**config.mk**
```make
export PLATFORM = sky130hd
export DESIGN_NAME = signature_record_scanner
export DESIGN_NICKNAME = d
export VERILOG_FILES = /design/src/rtl/core/srs_pkg.sv /design/src/rtl/core/signature_record_scanner.sv /design/src/rtl/core/srs_queue.sv /design/src/rtl/core/srs_front.sv /design/src/rtl/core/srs_back.sv
export SDC_FILE = /design/constraint.sdc
export NUM_CORES = 1
export LEC_CHECK = 0
export ABC_AREA = 1
export BUFFER_PORTS_ARGS = -buffer_cell sky130_fd_sc_hd__clkbuf_2
export CORE_MARGIN = 1
export CORE_UTILIZATION = 56
export CTS_BUF_LIST = sky130_fd_sc_hd__clkbuf_8
export DETAILED_ROUTE_END_ITERATION = 6
export PLACE_DENSITY = 0.79
export SLEW_MARGIN = 20
export SYNTH_ARGS = -nofsm -noshare
export SYNTH_HDL_FRONTEND = slang
export SYNTH_SLANG_ARGS = --single-unit
```
**constraint.sdc**
```tcl
create_clock -name clk -period 5.15 [get_ports clk]
set_input_delay 0.2575 -clock clk [delete_from_list [all_inputs] [get_ports clk]]
set_output_delay 0.2575 -clock clk [all_outputs]
set_load 0.005 [all_outputs]
```
**src/rtl/core/srs_pkg.sv**
```systemverilog
// shared types, constants and crc function of the signature record scanner
package srs_pkg;

  localparam int OFFSET_W = 16;
  localparam int LEN_W    = 16;
  localparam int BYTE_W   = 8;

  localparam logic [LEN_W-1:0]    FIXED_V1_LENGTH  = 16'd768;
  localparam logic [LEN_W-1:0]    ERASED_LENGTH    = 16'hFFFF;
  localparam logic [LEN_W-1:0]    MIN_LENGTH       = 16'd7;
  localparam logic [OFFSET_W-1:0] NOT_FOUND_OFFSET = 16'hFFFF;

  localparam logic [BYTE_W-1:0] MAJOR_V1 = 8'd1;
  localparam logic [BYTE_W-1:0] MAJOR_V2 = 8'd2;

  // byte positions inside a record header
  localparam logic [LEN_W-1:0] IDX_LEN_HI = 16'd3;
  localparam logic [LEN_W-1:0] IDX_LEN_LO = 16'd4;
  localparam logic [LEN_W-1:0] IDX_TYPE   = 16'd5;

  localparam logic [15:0] CRC_POLY = 16'h1021;

  // configuration register map
  localparam int CFG_ADDR_W = 3;
  localparam int CFG_DATA_W = 32;
  localparam logic [CFG_ADDR_W-1:0] CFG_ADDR_WANTED_TYPE  = 3'd0;
  localparam logic [CFG_ADDR_W-1:0] CFG_ADDR_START_OFFSET = 3'd4;

  // front to back queue, depth a power of two
  localparam int QUEUE_DEPTH = 4;
  localparam int QUEUE_PTR_W = $clog2(QUEUE_DEPTH);
  localparam int QUEUE_CNT_W = QUEUE_PTR_W + 1;

  typedef struct packed {
    logic [BYTE_W-1:0]   area_byte;
    logic                area_end;
    logic                is_v1;
    logic                is_old_major;
    logic [OFFSET_W-1:0] offset;
  } srs_entry_t;

  typedef struct packed {
    logic                found;
    logic [OFFSET_W-1:0] record_offset;
    logic [LEN_W-1:0]    record_length;
    logic [BYTE_W-1:0]   version_major;
  } srs_result_t;

  // crc-16/xmodem, one byte, msb first
  function automatic logic [15:0] crc16_xmodem_byte(input logic [15:0] crc,
                                                    input logic [BYTE_W-1:0] b);
    logic [15:0] c;
    c = crc ^ {b, 8'h00};
    for (int k = 0; k < 8; k++) begin
      c = c[15] ? ((c << 1) ^ CRC_POLY) : (c << 1);
    end
    return c;
  endfunction

endpackage

```
**src/rtl/core/signature_record_scanner.sv**
```systemverilog
// top level of the signature record scanner: config registers, front, queue, back
// throughput: one area byte per cycle while the back end is not held by a stalled result, set by the
//   crc and field update of the back end; a deciding byte passes the queue and the result register
//   on its way to the outputs, after any bytes already queued ahead of it (up to 3)
// the 4-entry queue lets input transfers continue while a result waits on out_stall
// reset (synchronous, rst_n low): queue emptied, scan state cleared, both registers zero
module signature_record_scanner (
  input  logic                           clk,
  input  logic                           rst_n,
  // byte input channel
  input  logic                           in_valid,
  output logic                           in_stall,
  input  logic [srs_pkg::BYTE_W-1:0]     in_area_byte,
  input  logic                           in_area_end,
  // result channel
  output logic                           out_valid,
  input  logic                           out_stall,
  output logic                           out_found,
  output logic [srs_pkg::OFFSET_W-1:0]   out_record_offset,
  output logic [srs_pkg::LEN_W-1:0]      out_record_length,
  output logic [srs_pkg::BYTE_W-1:0]     out_version_major,
  // configuration port
  input  logic                           cfg_psel,
  input  logic                           cfg_penable,
  input  logic                           cfg_pwrite,
  input  logic [srs_pkg::CFG_ADDR_W-1:0] cfg_paddr,
  input  logic [srs_pkg::CFG_DATA_W-1:0] cfg_pwdata,
  output logic [srs_pkg::CFG_DATA_W-1:0] cfg_prdata,
  output logic                           cfg_pready
);
  import srs_pkg::*;

  logic [BYTE_W-1:0]   wanted_type_r, wanted_type_nxt;
  logic [OFFSET_W-1:0] start_offset_r, start_offset_nxt;
  logic                cfg_wr;

  logic        q_push, q_pop, q_not_empty, q_full;
  srs_entry_t  q_push_data, q_pop_data;
  srs_result_t result;

  // configuration: write completes in the access phase, pready tied high
  assign cfg_pready = 1'b1;
  assign cfg_wr     = cfg_psel && cfg_penable && cfg_pwrite;

  always_comb begin
    wanted_type_nxt  = wanted_type_r;
    start_offset_nxt = start_offset_r;
    if (cfg_wr) begin
      unique case (cfg_paddr)
        CFG_ADDR_WANTED_TYPE:  wanted_type_nxt  = cfg_pwdata[BYTE_W-1:0];
        CFG_ADDR_START_OFFSET: start_offset_nxt = cfg_pwdata[OFFSET_W-1:0];
        default: ;
      endcase
    end
  end

  // read back, unmapped addresses read zero
  always_comb begin
    unique case (cfg_paddr)
      CFG_ADDR_WANTED_TYPE:  cfg_prdata = CFG_DATA_W'(wanted_type_r);
      CFG_ADDR_START_OFFSET: cfg_prdata = CFG_DATA_W'(start_offset_r);
      default:               cfg_prdata = '0;
    endcase
  end

  always_ff @(posedge clk) begin
    if (!rst_n) begin
      wanted_type_r  <= '0;
      start_offset_r <= '0;
    end else begin
      wanted_type_r  <= wanted_type_nxt;
      start_offset_r <= start_offset_nxt;
    end
  end

  // front end: area offset tagging and major version class
  srs_front u_front (
    .clk          (clk),
    .rst_n        (rst_n),
    .in_valid     (in_valid),
    .in_stall     (in_stall),
    .in_area_byte (in_area_byte),
    .in_area_end  (in_area_end),
    .start_offset (start_offset_r),
    .q_full       (q_full),
    .push         (q_push),
    .push_data    (q_push_data)
  );

  // decoupling queue
  srs_queue u_queue (
    .clk       (clk),
    .rst_n     (rst_n),
    .push      (q_push),
    .push_data (q_push_data),
    .pop       (q_pop),
    .pop_data  (q_pop_data),
    .not_empty (q_not_empty),
    .full      (q_full)
  );

  // back end: record walk, crc, decision and result register
  srs_back u_back (
    .clk         (clk),
    .rst_n       (rst_n),
    .q_valid     (q_not_empty),
    .entry       (q_pop_data),
    .pop         (q_pop),
    .wanted_type (wanted_type_r),
    .out_valid   (out_valid),
    .out_stall   (out_stall),
    .out_result  (result)
  );

  assign out_found         = result.found;
  assign out_record_offset = result.record_offset;
  assign out_record_length = result.record_length;
  assign out_version_major = result.version_major;

endmodule

```
**src/rtl/core/srs_queue.sv**
```systemverilog
// short fifo between the scanner front end and back end
module srs_queue (
  input  logic               clk,
  input  logic               rst_n,
  input  logic               push,
  input  srs_pkg::srs_entry_t push_data,
  input  logic               pop,
  output srs_pkg::srs_entry_t pop_data,
  output logic               not_empty,
  output logic               full
);
  import srs_pkg::*;

  srs_entry_t             slot_r [QUEUE_DEPTH];
  logic [QUEUE_PTR_W-1:0] wr_ptr_r, wr_ptr_nxt;
  logic [QUEUE_PTR_W-1:0] rd_ptr_r, rd_ptr_nxt;
  logic [QUEUE_CNT_W-1:0] count_r, count_nxt;
  logic                   do_push, do_pop;

  assign not_empty = (count_r != '0);
  assign full      = (count_r == QUEUE_CNT_W'(QUEUE_DEPTH));
  assign do_push   = push && !full;
  assign do_pop    = pop && not_empty;
  assign pop_data  = slot_r[rd_ptr_r];

  always_comb begin
    wr_ptr_nxt = do_push ? wr_ptr_r + 1'b1 : wr_ptr_r;
    rd_ptr_nxt = do_pop ? rd_ptr_r + 1'b1 : rd_ptr_r;
    count_nxt  = count_r + QUEUE_CNT_W'(do_push) - QUEUE_CNT_W'(do_pop);
  end

  always_ff @(posedge clk) begin
    if (!rst_n) begin
      wr_ptr_r <= '0;
      rd_ptr_r <= '0;
      count_r  <= '0;
    end else begin
      wr_ptr_r <= wr_ptr_nxt;
      rd_ptr_r <= rd_ptr_nxt;
      count_r  <= count_nxt;
    end
  end

  always_ff @(posedge clk) begin
    if (do_push) begin
      slot_r[wr_ptr_r] <= push_data;
    end
  end

endmodule

```
**src/rtl/core/srs_front.sv**
```systemverilog
// front end: accepts area bytes, tags offset and version class, feeds the queue
module srs_front (
  input  logic                         clk,
  input  logic                         rst_n,
  input  logic                         in_valid,
  output logic                         in_stall,
  input  logic [srs_pkg::BYTE_W-1:0]   in_area_byte,
  input  logic                         in_area_end,
  input  logic [srs_pkg::OFFSET_W-1:0] start_offset,
  input  logic                         q_full,
  output logic                         push,
  output srs_pkg::srs_entry_t          push_data
);
  import srs_pkg::*;

  logic [OFFSET_W-1:0] area_position_r, area_position_nxt;

  assign in_stall = q_full;
  assign push     = in_valid && !q_full;

  always_comb begin
    push_data.area_byte    = in_area_byte;
    push_data.area_end     = in_area_end;
    push_data.is_v1        = (in_area_byte == MAJOR_V1);
    push_data.is_old_major = (in_area_byte == MAJOR_V1) || (in_area_byte == MAJOR_V2);
    push_data.offset       = start_offset + area_position_r;

    area_position_nxt = area_position_r;
    if (push) begin
      area_position_nxt = in_area_end ? '0 : area_position_r + 1'b1;
    end
  end

  always_ff @(posedge clk) begin
    if (!rst_n) begin
      area_position_r <= '0;
    end else begin
      area_position_r <= area_position_nxt;
    end
  end

endmodule

```
**src/rtl/core/srs_back.sv**
```systemverilog
// back end: per-byte record walk, crc check and result register
module srs_back (
  input  logic                       clk,
  input  logic                       rst_n,
  input  logic                       q_valid,
  input  srs_pkg::srs_entry_t        entry,
  output logic                       pop,
  input  logic [srs_pkg::BYTE_W-1:0] wanted_type,
  output logic                       out_valid,
  input  logic                       out_stall,
  output srs_pkg::srs_result_t       out_result
);
  import srs_pkg::*;

  logic [LEN_W-1:0]    byte_idx_r, byte_idx_nxt;
  logic [LEN_W-1:0]    size_r, size_nxt;
  logic [15:0]         crc_r, crc_nxt;
  logic [OFFSET_W-1:0] start_r, start_nxt;
  logic [BYTE_W-1:0]   major_r, major_nxt;
  logic [BYTE_W-1:0]   type_r, type_nxt;
  logic [BYTE_W-1:0]   trail_r, trail_nxt;
  logic                decided_r, decided_nxt;
  logic                out_valid_r, out_valid_nxt;
  srs_result_t         out_res_r, out_res_nxt;

  logic [LEN_W:0]      idx_p1, idx_p2;
  logic                first, bad, hit, emit;
  logic [BYTE_W-1:0]   b;

  assign out_valid  = out_valid_r;
  assign out_result = out_res_r;

  always_comb begin
    byte_idx_nxt = byte_idx_r;
    size_nxt     = size_r;
    crc_nxt      = crc_r;
    start_nxt    = start_r;
    major_nxt    = major_r;
    type_nxt     = type_r;
    trail_nxt    = trail_r;
    decided_nxt  = decided_r;
    bad          = 1'b0;
    hit          = 1'b0;
    emit         = 1'b0;
    b            = entry.area_byte;
    first        = (byte_idx_r == '0);
    idx_p1       = {1'b0, byte_idx_r} + (LEN_W+1)'(1);
    idx_p2       = {1'b0, byte_idx_r} + (LEN_W+1)'(2);

    pop = q_valid && (!out_valid_r || !out_stall);

    if (pop) begin
      if (!decided_r) begin
        // header of a new record
        if (first) begin
          start_nxt = entry.offset;
          major_nxt = b;
          crc_nxt   = '0;
          type_nxt  = '0;
          size_nxt  = entry.is_v1 ? FIXED_V1_LENGTH : '0;
          if (entry.is_old_major && (wanted_type != '0)) begin
            bad = 1'b1;
          end
        end
        if ((major_nxt != MAJOR_V1) && (byte_idx_r == IDX_LEN_HI)) begin
          size_nxt = {b, 8'h00};
        end
        if ((major_nxt != MAJOR_V1) && (byte_idx_r == IDX_LEN_LO)) begin
          size_nxt = size_nxt | {8'h00, b};
          if ((size_nxt == ERASED_LENGTH) || (size_nxt < MIN_LENGTH)) begin
            bad = 1'b1;
          end
        end
        if (byte_idx_r == IDX_TYPE) begin
          type_nxt = b;
        end
        // crc covers all but the two trailer bytes
        if ((byte_idx_r < IDX_TYPE) || (idx_p2 < {1'b0, size_nxt})) begin
          crc_nxt = crc16_xmodem_byte(crc_nxt, b);
        end
        if (!bad) begin
          if ((byte_idx_r >= IDX_LEN_LO) && (idx_p2 == {1'b0, size_nxt})) begin
            trail_nxt = b;
          end
          if ((byte_idx_r >= IDX_LEN_LO) && (idx_p1 == {1'b0, size_nxt})) begin
            if ({trail_r, b} != crc_nxt) begin
              bad = 1'b1;
            end else if ((major_nxt == MAJOR_V1) || (major_nxt == MAJOR_V2)) begin
              hit = 1'b1;
            end else if (type_nxt == wanted_type) begin
              hit = 1'b1;
            end else begin
              byte_idx_nxt = '0;
            end
          end else begin
            byte_idx_nxt = idx_p1[LEN_W-1:0];
          end
        end
      end
      emit = bad || hit || (entry.area_end && !decided_r);
      if (bad || hit) begin
        decided_nxt = 1'b1;
      end
      if (entry.area_end) begin
        decided_nxt  = 1'b0;
        byte_idx_nxt = '0;
      end
    end

    out_res_nxt.found         = hit;
    out_res_nxt.record_offset = hit ? start_nxt : NOT_FOUND_OFFSET;
    out_res_nxt.record_length = hit ? size_nxt : '0;
    out_res_nxt.version_major = hit ? major_nxt : '0;

    out_valid_nxt = out_valid_r;
    if (pop && emit) begin
      out_valid_nxt = 1'b1;
    end else if (!out_stall) begin
      out_valid_nxt = 1'b0;
    end
  end

  always_ff @(posedge clk) begin
    if (!rst_n) begin
      byte_idx_r  <= '0;
      decided_r   <= 1'b0;
      out_valid_r <= 1'b0;
    end else begin
      byte_idx_r  <= byte_idx_nxt;
      decided_r   <= decided_nxt;
      out_valid_r <= out_valid_nxt;
    end
  end

  always_ff @(posedge clk) begin
    size_r  <= size_nxt;
    crc_r   <= crc_nxt;
    start_r <= start_nxt;
    major_r <= major_nxt;
    type_r  <= type_nxt;
    trail_r <= trail_nxt;
    if (pop && emit) begin
      out_res_r <= out_res_nxt;
    end
  end

endmodule

```
* Yosys cells after proc, flatten, opt, wreduce, memory -nomap -nowiden *
Memories as Yosys holds them, arrays and structs flattened. A register that Yosys moved wholly into a read port is not among the register bits.
Cells that the tools add are included.

word-level totals
  output and inout port bits = 76
  bits in registers = 178
  memories kept = 1
  bits in writable memories = 108

cells by class
  order comparisons = 4
  equal/unequal tests = 21
  muxes and demuxes = 73
  reductions and logical operators = 35
  bitwise operators = 12
  add/subtract/negate cells = 8

memories
  memory          depth  width  rd ports  clocked after Yosys merged registers in  write ports  RTL line         text
  u_queue.slot_r  4      27     1         1                                        1            srs_queue.sv:14  srs_entry_t slot_r [QUEUE_DEPTH];

operators by type and width
  cell                   number
  $mux 16                26
  $mux 13                8
  $mux 8                 9
  $eq 17x16->1           2
  $eq 16x3->1 const B    2
  $lt 16x3->1 const B    2
  $pmux 16 s2            1
  $mux 1                 26
  $not 3->3              8
  $add 16x1->17 const B  1
  $add 16x2->17 const B  1
  $lt 17x16->1           1
  $add 16x1->16 const B  1
  $add 16x16->16         1
  $eq 16x16->1 const B   1
  $eq 16x2->1 const B    1
  $eq 8x1->1 const B     2
  $eq 8x2->1 const B     2
  $ge 16x3->1 const B    1
  $logic_not 16->1       1
  $ne 16x16->1           1
  $or 16x8->16           1
  $xor 16x16->16         1
  $logic_and 1x1->1      13
  20 further kinds       40

* Logic depth before layout (Yosys ltp) *
  depth in word-level cells = 35
  mapped depth = 42
  mapped depth without buffers = 37

* Cells and area by module *
Synthesis repeated with hierarchy kept, for this count alone.

unflattened totals
  cells, all modules = 1912
  area, all modules = 15727.6 um^2

modules (own cells, without submodules)
  module                    area each (um^2)  seq. area each (um^2)  instances  cells each
  srs_back                  7915.1            3353.2                 1          1050
  srs_queue                 4543.1            3423.3                 1          327
  srs_front                 1903.1            320.3                  1          319
  signature_record_scanner  1366.3            480.5                  1          216

* Worst setup path after synthesis *
OpenSTA, ideal clock, no wires.

  kind = register to register
  start = register u_back.byte_idx_r[0]
  end = register u_back.out_res_r (netlist bit u_back.out_result[0]) (enable)
  clock period less this slack = 5616 ps
  stages on the path, launching flop included = 37
  path slack = -466 ps
  path buffers = 3
  setup time = 643 ps
  arrival = 4973 ps
  path through = dfxtp_1 -> clkinv_1 -> ha_1 -> nand2_1 -> nor2_2 -> nand2_2 -> buf_6 -> inv_2 -> nand3_1 -> nand2_1 -> nand3_4 -> nand2_4 -> buf_2 -> o21ai_0 -> inv_1 -> ha_1 -> nand2_1 -> inv_1 -> o21ai_0 -> a21oi_1 -> a211oi_1 -> o21ai_0 -> nor2_2 -> nand2_4 -> nand2_4 -> buf_6 -> nand2_2 -> nand3_1 -> nand2_1 -> nor2_1 -> nand2_1 -> nor2_1 -> nand2_1 -> nand2_1 -> nand2_1 -> nand2_1 -> nand3_1

on the way
  cells in the longest elaborated chain, start to end = 28
  elaborated cells between the ends (all ways) = 82
  classes of those cells = add/sub (2); order compare (4); eq/ne (10); mux (46); bitwise (10); reduce/logical (10)

RTL lines
  element                                         RTL line                                       text
  from (decl)                                     srs_back.sv:15                                 logic [LEN_W-1:0] byte_idx_r, byte_idx_nxt;
  from (signal assigned)                          srs_back.sv:129                                byte_idx_r <= byte_idx_nxt;
  $logic_not 16->1                                srs_back.sv:46                                 first = (byte_idx_r == '0);
  $mux 8 or $mux 16 (tied branches)               srs_back.sv:55                                 if (first) begin
  $mux 8 or $mux 16 (tied branches)               srs_back.sv:53                                 if (!decided_r) begin
  $mux 8 or $mux 16 (tied branches)               srs_back.sv:52                                 if (pop) begin
  $ne 8x1->1 or $xor 16x16->16 (tied branches)    srs_back.sv:65, srs_back.sv:68, srs_pkg.sv:53
  $logic_and 1x1->1 or $not 3->3 (tied branches)  -
  $mux 16 or $mux 13 (tied branches)              srs_back.sv:65, srs_pkg.sv:55
  $mux 16 or $mux 13 (tied branches)              srs_back.sv:53, srs_pkg.sv:55
  [... 11 more ...]                               -
  $mux 1                                          srs_back.sv:86                                 if ({trail_r, b} != crc_nxt) begin
  $mux 1                                          srs_back.sv:85                                 if ((byte_idx_r >= IDX_LEN_LO) && (idx_p1 == {1'b0, size_nxt})) begin
  $mux 1                                          srs_back.sv:81                                 if (!bad) begin
  $mux 1                                          srs_back.sv:53
  $mux 1                                          srs_back.sv:52
  $logic_or 1x1->1 (*) (2 in a row)               srs_back.sv:100                                emit = bad || hit || (entry.area_end && !decided_r);
  $mux 1 (*)                                      srs_back.sv:52
  $logic_and 1x1->1 (*)                           srs_back.sv:142                                if (pop && emit) begin
  to (signal assigned)                            srs_back.sv:143                                out_res_r <= out_res_nxt;
  to (decl)                                       srs_back.sv:24                                 srs_result_t out_res_r, out_res_nxt;

Mark *: on every way between the ends. The rest lies on a longest branch, timed or not. The select of a mux whose other input is x is not followed.
A chain may end at the register's enable or synchronous reset.

==> impl_metrics.json <==
{
  "ant_nets": 0,
  "syn_area_sq_mm": 0.0145,
  "setup.worst_path.end_class": "flop",
  "ys_warn_count": 0,
  "vias": 11900,
  "worst_slew_pin_slew_ns": 0.970,
  "die-area_sq_mm": 0.0266,
  "antenna_found_initial": 0,
  "crit_path_start_kind": "flop",
  "fp-row-count": 58,
  "grt_pass1_wl_mm": 54.9,
  "maxSlewViolCount": 0,
  "clock_latency_ns": 0.57,
  "dpl.hpwl_mm": 23.3,
  "setup_viol": 0,
  "synthArstFlopShare_pct": 0,
  "clk_path_buf_depth": 3,
  "p_seq_share_pct": 29.9,
  "cp.required_ns": 5.47,
  "max_freq_ghz": 0.203,
  "critPathArrivalTime_ns": 5.25,
  "cts_buffers": 47,
  "max_stage_delay_ns": 0.41,
  "io_buffers": 93,
  "ys_seq_area_share_pct": 52.2,
  "fillers": 1926,
  "p_leak_nw": 7.38,
  "insertedDiodeCount": 0,
  "max_cap_viol_count": 0,
  "cts.clk_slew.worst_paths_ns": 0.06,
  "comb_power_share_pct": 52.8,
  "hold_class": "in -> reg",
  "io_pins": 127,
  "gp_congestion": 0.937,
  "p_per_area_mw_per_mm2": 666,
  "fp.dieW_microns": 163,
  "layout_setup_ws_ns": 0.222,
  "cp_top_family": "simple AND/OR/NAND/NOR gates",
  "viasPerCell": 5.50,
  "overflow": 0,
  "synth_edf_count": 181,
  "wl_per_cell_microns": 16.6,
  "die_y_microns": 163,
  "globalRouteTotalUtil_pct": 26.1,
  "seq_area_sq_mm": 0.00759,
  "ir_drop_mv": 0.471,
  "postSynthCellCount": 1628,
  "core_sq_mm": 0.0253,
  "clkSinkCount": 288,
  "grt_max_degree": 55,
  "fin_skew_ns": 0.0173,
  "utilization_pct": 67.7,
  "cp_max_fo": 17,
  "layout_min_cycle_time_ns": 4.93,
  "ys.flop_type": "edfxtp_1",
  "hold_viol": 0,
  "fin_nets": 1896,
  "first_pass_iters": 5,
  "post-route-drc-count": 0,
  "place_ws_ns": 0.00606,
  "critPathBufInv": 6,
  "crit_slowest_cell": "dfxtp_4",
  "tritoncts": "done",
  "cts-htree-levels": 2,
  "switching_share_pct": 43.9,
  "ys_ff_latch": 288,
  "drtIter0Drc": 1201,
  "grt_pass1_vias": 11100,
  "multi_input_comb_area_sq_mm": 0.00603,
  "clkPwrFrac_pct": 17.3,
  "wirelength_mm": 35.9,
  "critPathKind": "reg -> reg",
  "synth.avg_cell_area_sq_um": 8.91,
  "maxSlewHeadroom_pct": 35.3,
  "drive_above_1_share_pct": 17.8,
  "status": "finished, final reports clean",
  "yosysUniqueCellTypes": 53,
  "clockRootBuffer": "clkbuf_8",
  "power.internal_mw": 6.41,
  "period_share_pct": 95.7,
  "p_sw_mw": 5.02,
  "crit_top_cell": "nand2_1",
  "area.growth.synth_to_final_pct": 18.2,
  "initial_core_util_pct": 57.3
}
[registers in the layout, indices dropped and copies added (netlist names), 8 cells and up, named ones only]
| signal | cells |
|---|---|
| wanted_type_r | 8 |
| u_back.start_r | 16 |
| u_queue.slot_r | 108 |
| u_back.crc_r | 16 |
| u_back.trail_r | 8 |
| u_back.byte_idx_r | 16 |
| u_back.type_r | 8 |
| u_front.area_position_r | 16 |
| u_back.major_r | 8 |
| u_back.out_result | 41 |
| start_offset_r | 16 |
| u_back.size_r | 16 |
[power by group through the flow]
stage / Combinational [mW] / Sequential (mW) / Clock [mW]
2_1_floorplan: 3.92 / 3.40 / 0
3_3_place_gp: 5.11 / 3.41 / 0
3_5_place_dp: 5.29 / 3.43 / 0
4_1_cts: 5.37 / 3.39 / 2.00
5_1_grt: 6.64 / 3.46 / 2.11
6_report: 6.03 / 3.42 / 1.97
[cells by family (layout without fill, tap and decap cells)]
kind of cell | count (synthesis) | in the layout | synth area share (%)
and+or+nand+nor | 694 | 698 | 21.2
DFF | 288 | 288 | 52.2
buffers and inverters | 274 | 468 | 8.15
AOI/OAI and AO/OA | 249 | 249 | 9.82
xor gates and xnor gates | 76 | 76 | 4.59
adders and majority gates | 43 | 43 | 3.81
other | 2 | 17 | 0.0518
muxes | 2 | 2 | 0.147
[cell usage in the layout (no fill, tap or decap), types with 8 or more instances in the layout]
cell	netlist	final
xor2_1	62	62
edfxtp_1	181	181
dlygate4sd3_1	0	23
a21oi_1	45	45
nor2_1	183	171
xnor2_1	14	14
conb_1	2	17
nor4_1	9	9
nor2_4	2	11
and2_1	18	18
clkinv_2	0	8
nor3b_1	9	9
dfxtp_1	107	100
clkinv_1	3	11
nand2_1	297	285
nor2_2	6	9
nand3b_1	9	9
a21oi_2	8	8
o21ai_0	138	131
clkbuf_8	0	57
ha_1	41	40
nand2_2	18	29
nor3_1	15	14
o21ai_1	11	16
o221ai_1	16	16
clkbuf_2	0	93
nand4_1	13	13
buf_4	19	50
nand3_1	100	96
inv_1	188	198
[final cells by class]
cell class                 count  share of cell area (%)
sequential                   288                    44.3
multi-input combinational   1085                    35.2
timing repair buffer         181                    8.09
clock buffer                  57                    4.57
inverter                     198                    4.44
tap                          330                    2.41
clock inverter                31                   0.992
timing repair inverter         1                  0.0511
[per-stage QoR]
step,hold WS [ns],instances,area [sq um],power [mW],setup TNS [ns]
finish,0.0285,2171,17100,11.4,0
floorplan,0.356,1643,14600,7.32,0
global placement,0.448,2036,15500,8.52,0
global route,0.0333,2171,17100,12.2,-2.40
detailed placement,0.462,2036,15500,8.72,0
CTS,0.00861,2147,16700,10.8,0
[cell usage after synthesis, types with 3 or more instances]
library cell / count / area share (%)
clkinv_1: 3 / 0.078
nor3_1: 15 / 0.52
nand3_2: 3 / 0.21
a22o_1: 7 / 0.42
nand3b_1: 9 / 0.47
a21oi_1: 45 / 1.6
dfxtp_1: 107 / 15
nand2_4: 4 / 0.31
o221ai_1: 16 / 0.97
xor2_1: 62 / 3.7
o21a_1: 7 / 0.36
nor4_1: 9 / 0.39
inv_2: 5 / 0.13
nand2_2: 18 / 0.78
clkbuf_1: 33 / 0.85
o21ai_1: 11 / 0.38
xnor2_1: 14 / 0.85
nor2_2: 6 / 0.26
nand3_1: 100 / 3.4
buf_4: 19 / 0.98
inv_1: 188 / 4.9
nand2_1: 297 / 7.7
buf_6: 8 / 0.62
o21ai_0: 138 / 4.8
or2_2: 3 / 0.13
a21oi_2: 8 / 0.48
ha_1: 41 / 3.5
nand4_1: 13 / 0.56
nor3b_1: 9 / 0.47
buf_2: 14 / 0.48
nor2_1: 183 / 4.7
edfxtp_1: 181 / 37
a211oi_1: 5 / 0.26
and2_1: 18 / 0.78
[path summary, 6_finish.rpt]
path / slack, ns / endpoint / startpoint / cells past startpoint
setup / recovery: 0.22 / u_back.out_result[15] / flop / 35
hold / removal: 0.03 / start_offset_r[12] / cfg_pwdata[12] / 3
setup reg to reg: 0.22 / u_back.out_result[15] / flop / 35
hold reg to reg: 0.46 / flop / u_queue.rd_ptr_r[1] / 2
[repair_timing]
| item | CTS | global route |
|---|---|---|
| cloned | 0 | 12 |
| buffers inserted | 0 | 12 |
| endpoints found under the setup margin | 13 | 100 |
| hold buffers | 23 | 0 |
| pin swaps | 0 | 21 |
| resized for setup | 2 | 61 |
| hold endpoints to repair | 58 | 0 |
[worst min-delay path: stages]
cell and delay [ns]:
clkbuf_2 0.08, o21ai_0 0.09, a21oi_1 0.11
[per-layer routing]
metal  GRT usage (%)  vias to the layer above  wire length, microns
met4            8.20                        0                   901
met3            3.95                       76                  2870
met1            37.2                     5548                 15700
li1                -                     5749                     -
met5               0                        -                     0
met2            41.0                      562                 16500
(Power assumes the default switching activity.)
